`src/hdl/prq_pkg.sv`:
```
`default_nettype none
// ----------------------------------------------------------------------------
// prq_pkg
// Shared types and constants for the priority ready queue.
// ----------------------------------------------------------------------------
package prq_pkg;

  localparam int DEPTH_DEF = 16;

  localparam int ID_W   = 8;
  localparam int PRI_W  = 8;
  localparam int STAT_W = 2;
  localparam int OCC_W  = 5;

  localparam int IN_TDATA_W  = 24;
  localparam int OUT_TDATA_W = 16;

  typedef enum logic {
    OP_INSERT = 1'b0,
    OP_REMOVE = 1'b1
  } opcode_t;

  typedef enum logic [STAT_W-1:0] {
    ST_DONE  = 2'd0,
    ST_EMPTY = 2'd1,
    ST_FULL  = 2'd2
  } status_t;

  typedef struct packed {
    logic [ID_W-1:0]  id;
    logic [PRI_W-1:0] pri;
  } entry_t;

  // broadcast from the top level to every cell
  typedef struct packed {
    logic   ins;
    logic   rem;
    entry_t ent;
  } cmd_t;

  // what a cell shows its neighbors
  typedef struct packed {
    logic   vld;
    logic   keep;
    entry_t ent;
  } slot_t;

endpackage : prq_pkg
`default_nettype wire

```
`src/hdl/prq_cell.sv`:
```
`default_nettype none
// ----------------------------------------------------------------------------
// prq_cell
// One slot of the sorted chain: holds an entry, decides from its own compare
// and its neighbors whether to hold, load the new entry or shift.
// ----------------------------------------------------------------------------
module prq_cell (
  input  wire                 clk,
  input  wire                 rst_n,
  input  prq_pkg::cmd_t       cmd,
  input  prq_pkg::slot_t      left,
  input  prq_pkg::slot_t      right,
  output prq_pkg::slot_t      slot
);
  import prq_pkg::*;

  logic   vld_r, vld_nxt;
  entry_t ent_r, ent_nxt;
  logic   keep;

  // entries of equal or higher priority stay ahead of the new one
  assign keep = vld_r && (ent_r.pri >= cmd.ent.pri);

  always_comb begin
    vld_nxt = vld_r;
    ent_nxt = ent_r;
    if (cmd.ins && !keep) begin
      if (left.keep) begin
        vld_nxt = 1'b1;
        ent_nxt = cmd.ent;
      end else begin
        // shifting right carries the neighbor's valid bit along
        vld_nxt = left.vld;
        ent_nxt = left.ent;
      end
    end else if (cmd.rem) begin
      vld_nxt = right.vld;
      ent_nxt = right.ent;
    end
  end

  always_ff @(posedge clk) begin
    if (!rst_n) begin
      vld_r <= 1'b0;
    end else begin
      vld_r <= vld_nxt;
    end
  end

  always_ff @(posedge clk) begin
    ent_r <= ent_nxt;
  end

  assign slot.vld  = vld_r;
  assign slot.keep = keep;
  assign slot.ent  = ent_r;

endmodule : prq_cell
`default_nettype wire

```
`src/hdl/priority_ready_queue.sv`:
```
`default_nettype none
// ----------------------------------------------------------------------------
// priority_ready_queue
// Stable priority queue of process ids built as a chain of sorted cells.
// ----------------------------------------------------------------------------
// Each input transfer inserts an id with its priority or removes the head;
// exactly one result transfer follows per input. Entries sit in a row of
// DEPTH cells in descending priority order, equal priorities first in, first
// out. Every cell compares its priority with the new one in parallel and
// holds, loads or shifts; the queue takes one item per cycle unless held off,
// and the result is in the output register in the cycle after the input
// transfer. The output register is the only buffer: while a result waits
// untaken, input is held off. An insert into a full queue returns status 2,
// a remove on an empty queue status 1; both leave the queue unchanged.
module priority_ready_queue #(
  parameter int DEPTH = prq_pkg::DEPTH_DEF
) (
  input  wire                             clk,
  input  wire                             rst_n,
  input  wire                             in_tvalid,
  output logic                            in_tready,
  // [0] opcode, [8:1] proc_id, [16:9] priority_req, [23:17] zero
  input  wire  [prq_pkg::IN_TDATA_W-1:0]  in_tdata,
  output logic                            out_tvalid,
  input  wire                             out_tready,
  // [7:0] head_id, [9:8] status, [14:10] occupancy, [15] zero
  output logic [prq_pkg::OUT_TDATA_W-1:0] out_tdata
);
  import prq_pkg::*;

  localparam int CNT_W = $clog2(DEPTH + 1);

  opcode_t           opcode;
  logic [ID_W-1:0]   proc_id;
  logic [PRI_W-1:0]  priority_req;

  assign opcode       = opcode_t'(in_tdata[0]);
  assign proc_id      = in_tdata[ID_W:1];
  assign priority_req = in_tdata[ID_W+PRI_W:ID_W+1];

  logic             in_xfer;
  logic [CNT_W-1:0] cnt_r, cnt_nxt;
  logic             full, empty;
  cmd_t             cmd;
  slot_t            slots [DEPTH];

  logic                out_vld_r, out_vld_nxt;
  logic [ID_W-1:0]     head_r, head_nxt;
  status_t             stat_r, stat_nxt;
  logic [CNT_W+OCC_W-1:0] occ_wide;

  assign in_tready = !out_vld_r || out_tready;
  assign in_xfer   = in_tvalid && in_tready;
  assign full      = (cnt_r == CNT_W'(DEPTH));
  assign empty     = (cnt_r == '0);

  assign cmd.ins     = in_xfer && (opcode == OP_INSERT) && !full;
  assign cmd.rem     = in_xfer && (opcode == OP_REMOVE) && !empty;
  assign cmd.ent.id  = proc_id;
  assign cmd.ent.pri = priority_req;

  for (genvar i = 0; i < DEPTH; i++) begin : g_cell
    slot_t left_s, right_s;
    if (i == 0) begin : g_head
      assign left_s = '{vld: 1'b1, keep: 1'b1, ent: cmd.ent};
    end else begin : g_mid
      assign left_s = slots[i-1];
    end
    if (i == DEPTH - 1) begin : g_tail
      assign right_s = '0;
    end else begin : g_body
      assign right_s = slots[i+1];
    end
    prq_cell u_cell (
      .clk   (clk),
      .rst_n (rst_n),
      .cmd   (cmd),
      .left  (left_s),
      .right (right_s),
      .slot  (slots[i])
    );
  end

  always_comb begin
    cnt_nxt = cnt_r;
    if (cmd.ins) begin
      cnt_nxt = cnt_r + CNT_W'(1);
    end else if (cmd.rem) begin
      cnt_nxt = cnt_r - CNT_W'(1);
    end
  end

  always_comb begin
    out_vld_nxt = out_vld_r;
    head_nxt    = head_r;
    stat_nxt    = stat_r;
    if (in_xfer) begin
      out_vld_nxt = 1'b1;
      head_nxt    = '0;
      stat_nxt    = ST_DONE;
      if (opcode == OP_INSERT) begin
        if (full) begin
          stat_nxt = ST_FULL;
        end
      end else if (empty) begin
        stat_nxt = ST_EMPTY;
      end else begin
        head_nxt = slots[0].ent.id;
      end
    end else if (out_tready) begin
      out_vld_nxt = 1'b0;
    end
  end

  always_ff @(posedge clk) begin
    if (!rst_n) begin
      cnt_r     <= '0;
      out_vld_r <= 1'b0;
    end else begin
      cnt_r     <= cnt_nxt;
      out_vld_r <= out_vld_nxt;
    end
  end

  always_ff @(posedge clk) begin
    head_r <= head_nxt;
    stat_r <= stat_nxt;
  end

  // occupancy in the result is the count after the item, taken to 5 bits
  assign occ_wide   = {{OCC_W{1'b0}}, cnt_r};
  assign out_tvalid = out_vld_r;
  assign out_tdata  = {1'b0, occ_wide[OCC_W-1:0], stat_r, head_r};

endmodule : priority_ready_queue
`default_nettype wire

```
`config.mk`:
```
export PLATFORM = sky130hd
export DESIGN_NAME = priority_ready_queue
export DESIGN_NICKNAME = d
export VERILOG_FILES = /design/src/hdl/prq_pkg.sv /design/src/hdl/prq_cell.sv /design/src/hdl/priority_ready_queue.sv
export SDC_FILE = /design/constraint.sdc
export NUM_CORES = 1
export LEC_CHECK = 0
export BUFFER_PORTS_ARGS = -buffer_cell sky130_fd_sc_hd__buf_2
export CAP_MARGIN = 20
export CORE_MARGIN = 2
export CORE_UTILIZATION = 55
export CTS_BUF_LIST = sky130_fd_sc_hd__clkbuf_8
export CTS_CLUSTER_DIAMETER = 40
export DETAILED_ROUTE_END_ITERATION = 10
export PLACE_DENSITY = 0.75
export SYNTH_ARGS = -nofsm -noshare
export SYNTH_HDL_FRONTEND = slang
export SYNTH_SLANG_ARGS = --single-unit
```
`constraint.sdc`:
```
create_clock -name clk -period 5.21 [get_ports clk]
set_clock_uncertainty 0.15 [all_clocks]
set_input_delay 1.563 -clock clk [delete_from_list [all_inputs] [get_ports clk]]
set_output_delay 1.563 -clock clk [all_outputs]
set_load 0.03 [all_outputs]
```
==> impl_metrics.tcl <==
set metrics [dict create \
    status "finished clean" \
    synth_top_cell_by_area "edfxtp_1" \
    r2r_slack_ns 2.18 \
    root_buffer "clkbuf_8" \
    cellPowerDensity_nw_per_um2 417 \
    clockBufferDepth 3 \
    finalWorstPathRequiredPeriod_ns 3.92 \
    ctsHoldBuffers 0 \
    crit_start "out_tready" \
    yosysMostFrequentCell "nand2_1" \
    drv_slew 0 \
    dp_hpwl_um 30700 \
    grt_setup_unrepaired "false" \
    synth_cell_type_count 46 \
    first_iter_violations 1174 \
    overflow 0 \
    synthFlopType "edfxtp_1" \
    synth_compound_area_frac 0.124 \
    r2r_start "cnt_r[0]" \
    synth_top_family_by_area "multiplexers" \
    top_usage_layer "met2" \
    core_sq_um 30600 \
    synthSimpleGateAreaFrac 0.0947 \
    insertion_delay_ns 0.60 \
    max_freq_mhz 255 \
    final_area_sq_um 19000 \
    cts.sinks 288 \
    htreeDepth 2 \
    drv_cap 0 \
    worst_hold_path_type "reg2reg" \
    routabilityCongestion 0.881 \
    grt_max_degree 35 \
    async_reset_ff_frac 0 \
    r2r-end "g_cell[3].u_cell.slot[14]" \
    post_cts_buffers 0 \
    cts_tree "yes" \
    max_stage_delay_ns 0.26 \
    placed_cell_area_sq_um 17900 \
    met1_usage 0.351 \
    vdd_drop_max_mv 0.204 \
    tightestPinTransition_ns 0.915 \
    start_util 0.560 \
    grt_usage 0.260 \
    mappedNetlistNets 1747 \
    dieArea_sq_um 32500 \
    vias 12700 \
    rr_worst_depth 5 \
    cp-endpoint "in_tready" \
    grt_pass1_vias 12600 \
    dr.pass1.iters 6 \
    synthTopCellsByArea "edfxtp_1 (47%), mux2i_1 (14%), ha_1 (9.6%), o21ai_0 (7.8%), nand2_1 (6.0%)" \
    worstSetupEndpointType "output pin" \
    synthAdderAreaFrac 0.0969 \
    synth_common_cells "nand2_1 (272), edfxtp_1 (266), o21ai_0 (266)" \
    path_clk_slew_ns 0.06 \
    drive_gt1_frac 0.122 \
    layout.nets 1804 \
    power_leakage_uw 0.00916 \
    grt_pass1_wl_um 67800 \
    die_w_um 180 \
    avgRoutedWirePerCell_um 20.6 \
    yosysWarnings 0 \
    synthMuxAreaShare 0.154 \
    required_ns 3.50 \
    setup_viol 0 \
    grt_use_met2 0.426 \
    netlist_area_sq_um 17100 \
    critical_path_arrival_ns 2.21 \
    antenna_cells 0 \
    cpMaxStageDelayCell "nor2b_1" \
    path_cells "buf_2 > nor2b_1 > inv_1 > buf_2" \
    finalHoldViolCount 0 \
    io_buffers 37 \
    avgSynthCellArea_sq_um 10.8 \
    antenna_found_initial 0 \
    worst-path-max-fanout 3 \
    core.rowCount 64 \
    crit_path_frequent_cell "buf_2" \
    met3_usage 0.0329 \
    critical_path_class "in2out" \
    max-slew-margin-rel 0.389 \
    finalWirelength_um 42900 \
    fillCellCount 2427 \
    antenna_left 0 \
    postLayoutCoreUtil 0.620 \
    top_level_ports 46 \
    area_growth_pct 10.7 \
    period_share 0.753 \
    viasPerCell 6.11 \
    synth_top_cell_area_share 0.467 \
    synth_cells 1587 \
    synthXorXnorAreaFrac 0.00205 \
    die_h_um 180 \
    synth_edf_count 266 \
    drcViolationCount 0 \
    final.setup.tns_ns 0 \
    numCtsBuffers 53 \
    ctsResizeCount 0 \
    critPathLaunchType "input pin" \
    ys_ff_latch 288 \
    synth-seq-area-share 0.492 \
]
layout by cell type, fill, tap and decap left out, types with 3 or more instances in the layout:
cell type   count
a211oi_1        4
and3_1          3
mux2_2          8
clkbuf_8       55
nand3_1        29
buf_4          69
nand2_1       272
xnor2_1         4
clkinv_2        5
a32oi_1         7
inv_1          63
nor2_1         53
mux2i_1       242
a21o_1          5
dfxtp_1        22
a21boi_0        8
nor3b_1        13
a22oi_2         9
bufinv_16       4
clkinv_1        7
ha_1          131
mux2_4          8
o211ai_1       15
edfxtp_1      266
a22oi_1         5
buf_2          37
a21oi_1        21
o211a_1         7
a41oi_1        13
and2_1          8
o21ai_0       266
clkinvlp_4      3
sequential cells by signal (all words and copies together) (netlist names):
register,flops
stat_r,2
head_r,8
cnt_r,5
g_cell.u_cell.slot,256
g_cell.u_cell.vld_r,16
out_tvalid,1
worst min path at each step:
stage                                           from                          to  slack [ns]  cells past startpoint
after floorplan              g_cell[14].u_cell.vld_r     g_cell[14].u_cell.vld_r        0.33                      2
after global placement    g_cell[15].u_cell.slot[14]  g_cell[14].u_cell.slot[14]        0.35                      2
after detailed placement  g_cell[15].u_cell.slot[12]  g_cell[14].u_cell.slot[12]        0.36                      2
after CTS                 g_cell[15].u_cell.slot[12]  g_cell[14].u_cell.slot[12]        0.38                      2
after global routing      g_cell[15].u_cell.slot[14]  g_cell[14].u_cell.slot[14]        0.39                      2
final                     g_cell[15].u_cell.slot[12]  g_cell[14].u_cell.slot[12]        0.37                      2
final cells by class:
type                       instances  area (sq um)  area share
clock buffer                      55           757      0.0399
inverter                          42           158     0.00832
sequential                       288          8430       0.445
tap                              396           495      0.0261
timing repair buffer             107           723      0.0382
clock inverter                    40           273      0.0144
multi-input combinational       1152          8120       0.428
where the power goes:
| group | switching (uW) | internal [uW] | leakage, uW |
|---|---|---|---|
| combinational | 1240 | 793 | 0.00584 |
| clock | 976 | 1170 | 0.000595 |
| sequential | 424 | 3300 | 0.00272 |
critical path: cells and delay by family:
kind | cells | cell delay, ns
simple gates | 1 | 0.26
buf+inv | 3 | 0.39
metrics by stage:
step	instances	total power (uW)	worst slack, ns	hold WS [ns]
after floorplan	1587	5020	0.582	0.330
after global placement	1985	5640	0.902	0.351
after detailed placement	1985	5750	0.793	0.362
after CTS	2080	7900	1.28	0.376
after global routing	2080	8340	1.15	0.390
final	2080	7900	1.29	0.374
cell families (layout without fill, tap and decap cells):
kind of cell / after synthesis / after routing
muxes: 258 / 258
xor gates and xnor gates: 4 / 4
and+or+nand+nor: 387 / 387
other: 1 / 1
AOI/OAI and AO/OA: 370 / 370
adders and majority gates: 132 / 132
buffers and inverters: 147 / 244
DFF: 288 / 288
per-layer routing:
layer | share of wire | vias to the layer above
met4 | 0.040 | 0
li1 | - | 5972
met5 | 0 | -
met3 | 0.071 | 133
met2 | 0.46 | 541
met1 | 0.42 | 6066
Power figures use the tool's default switching activity.
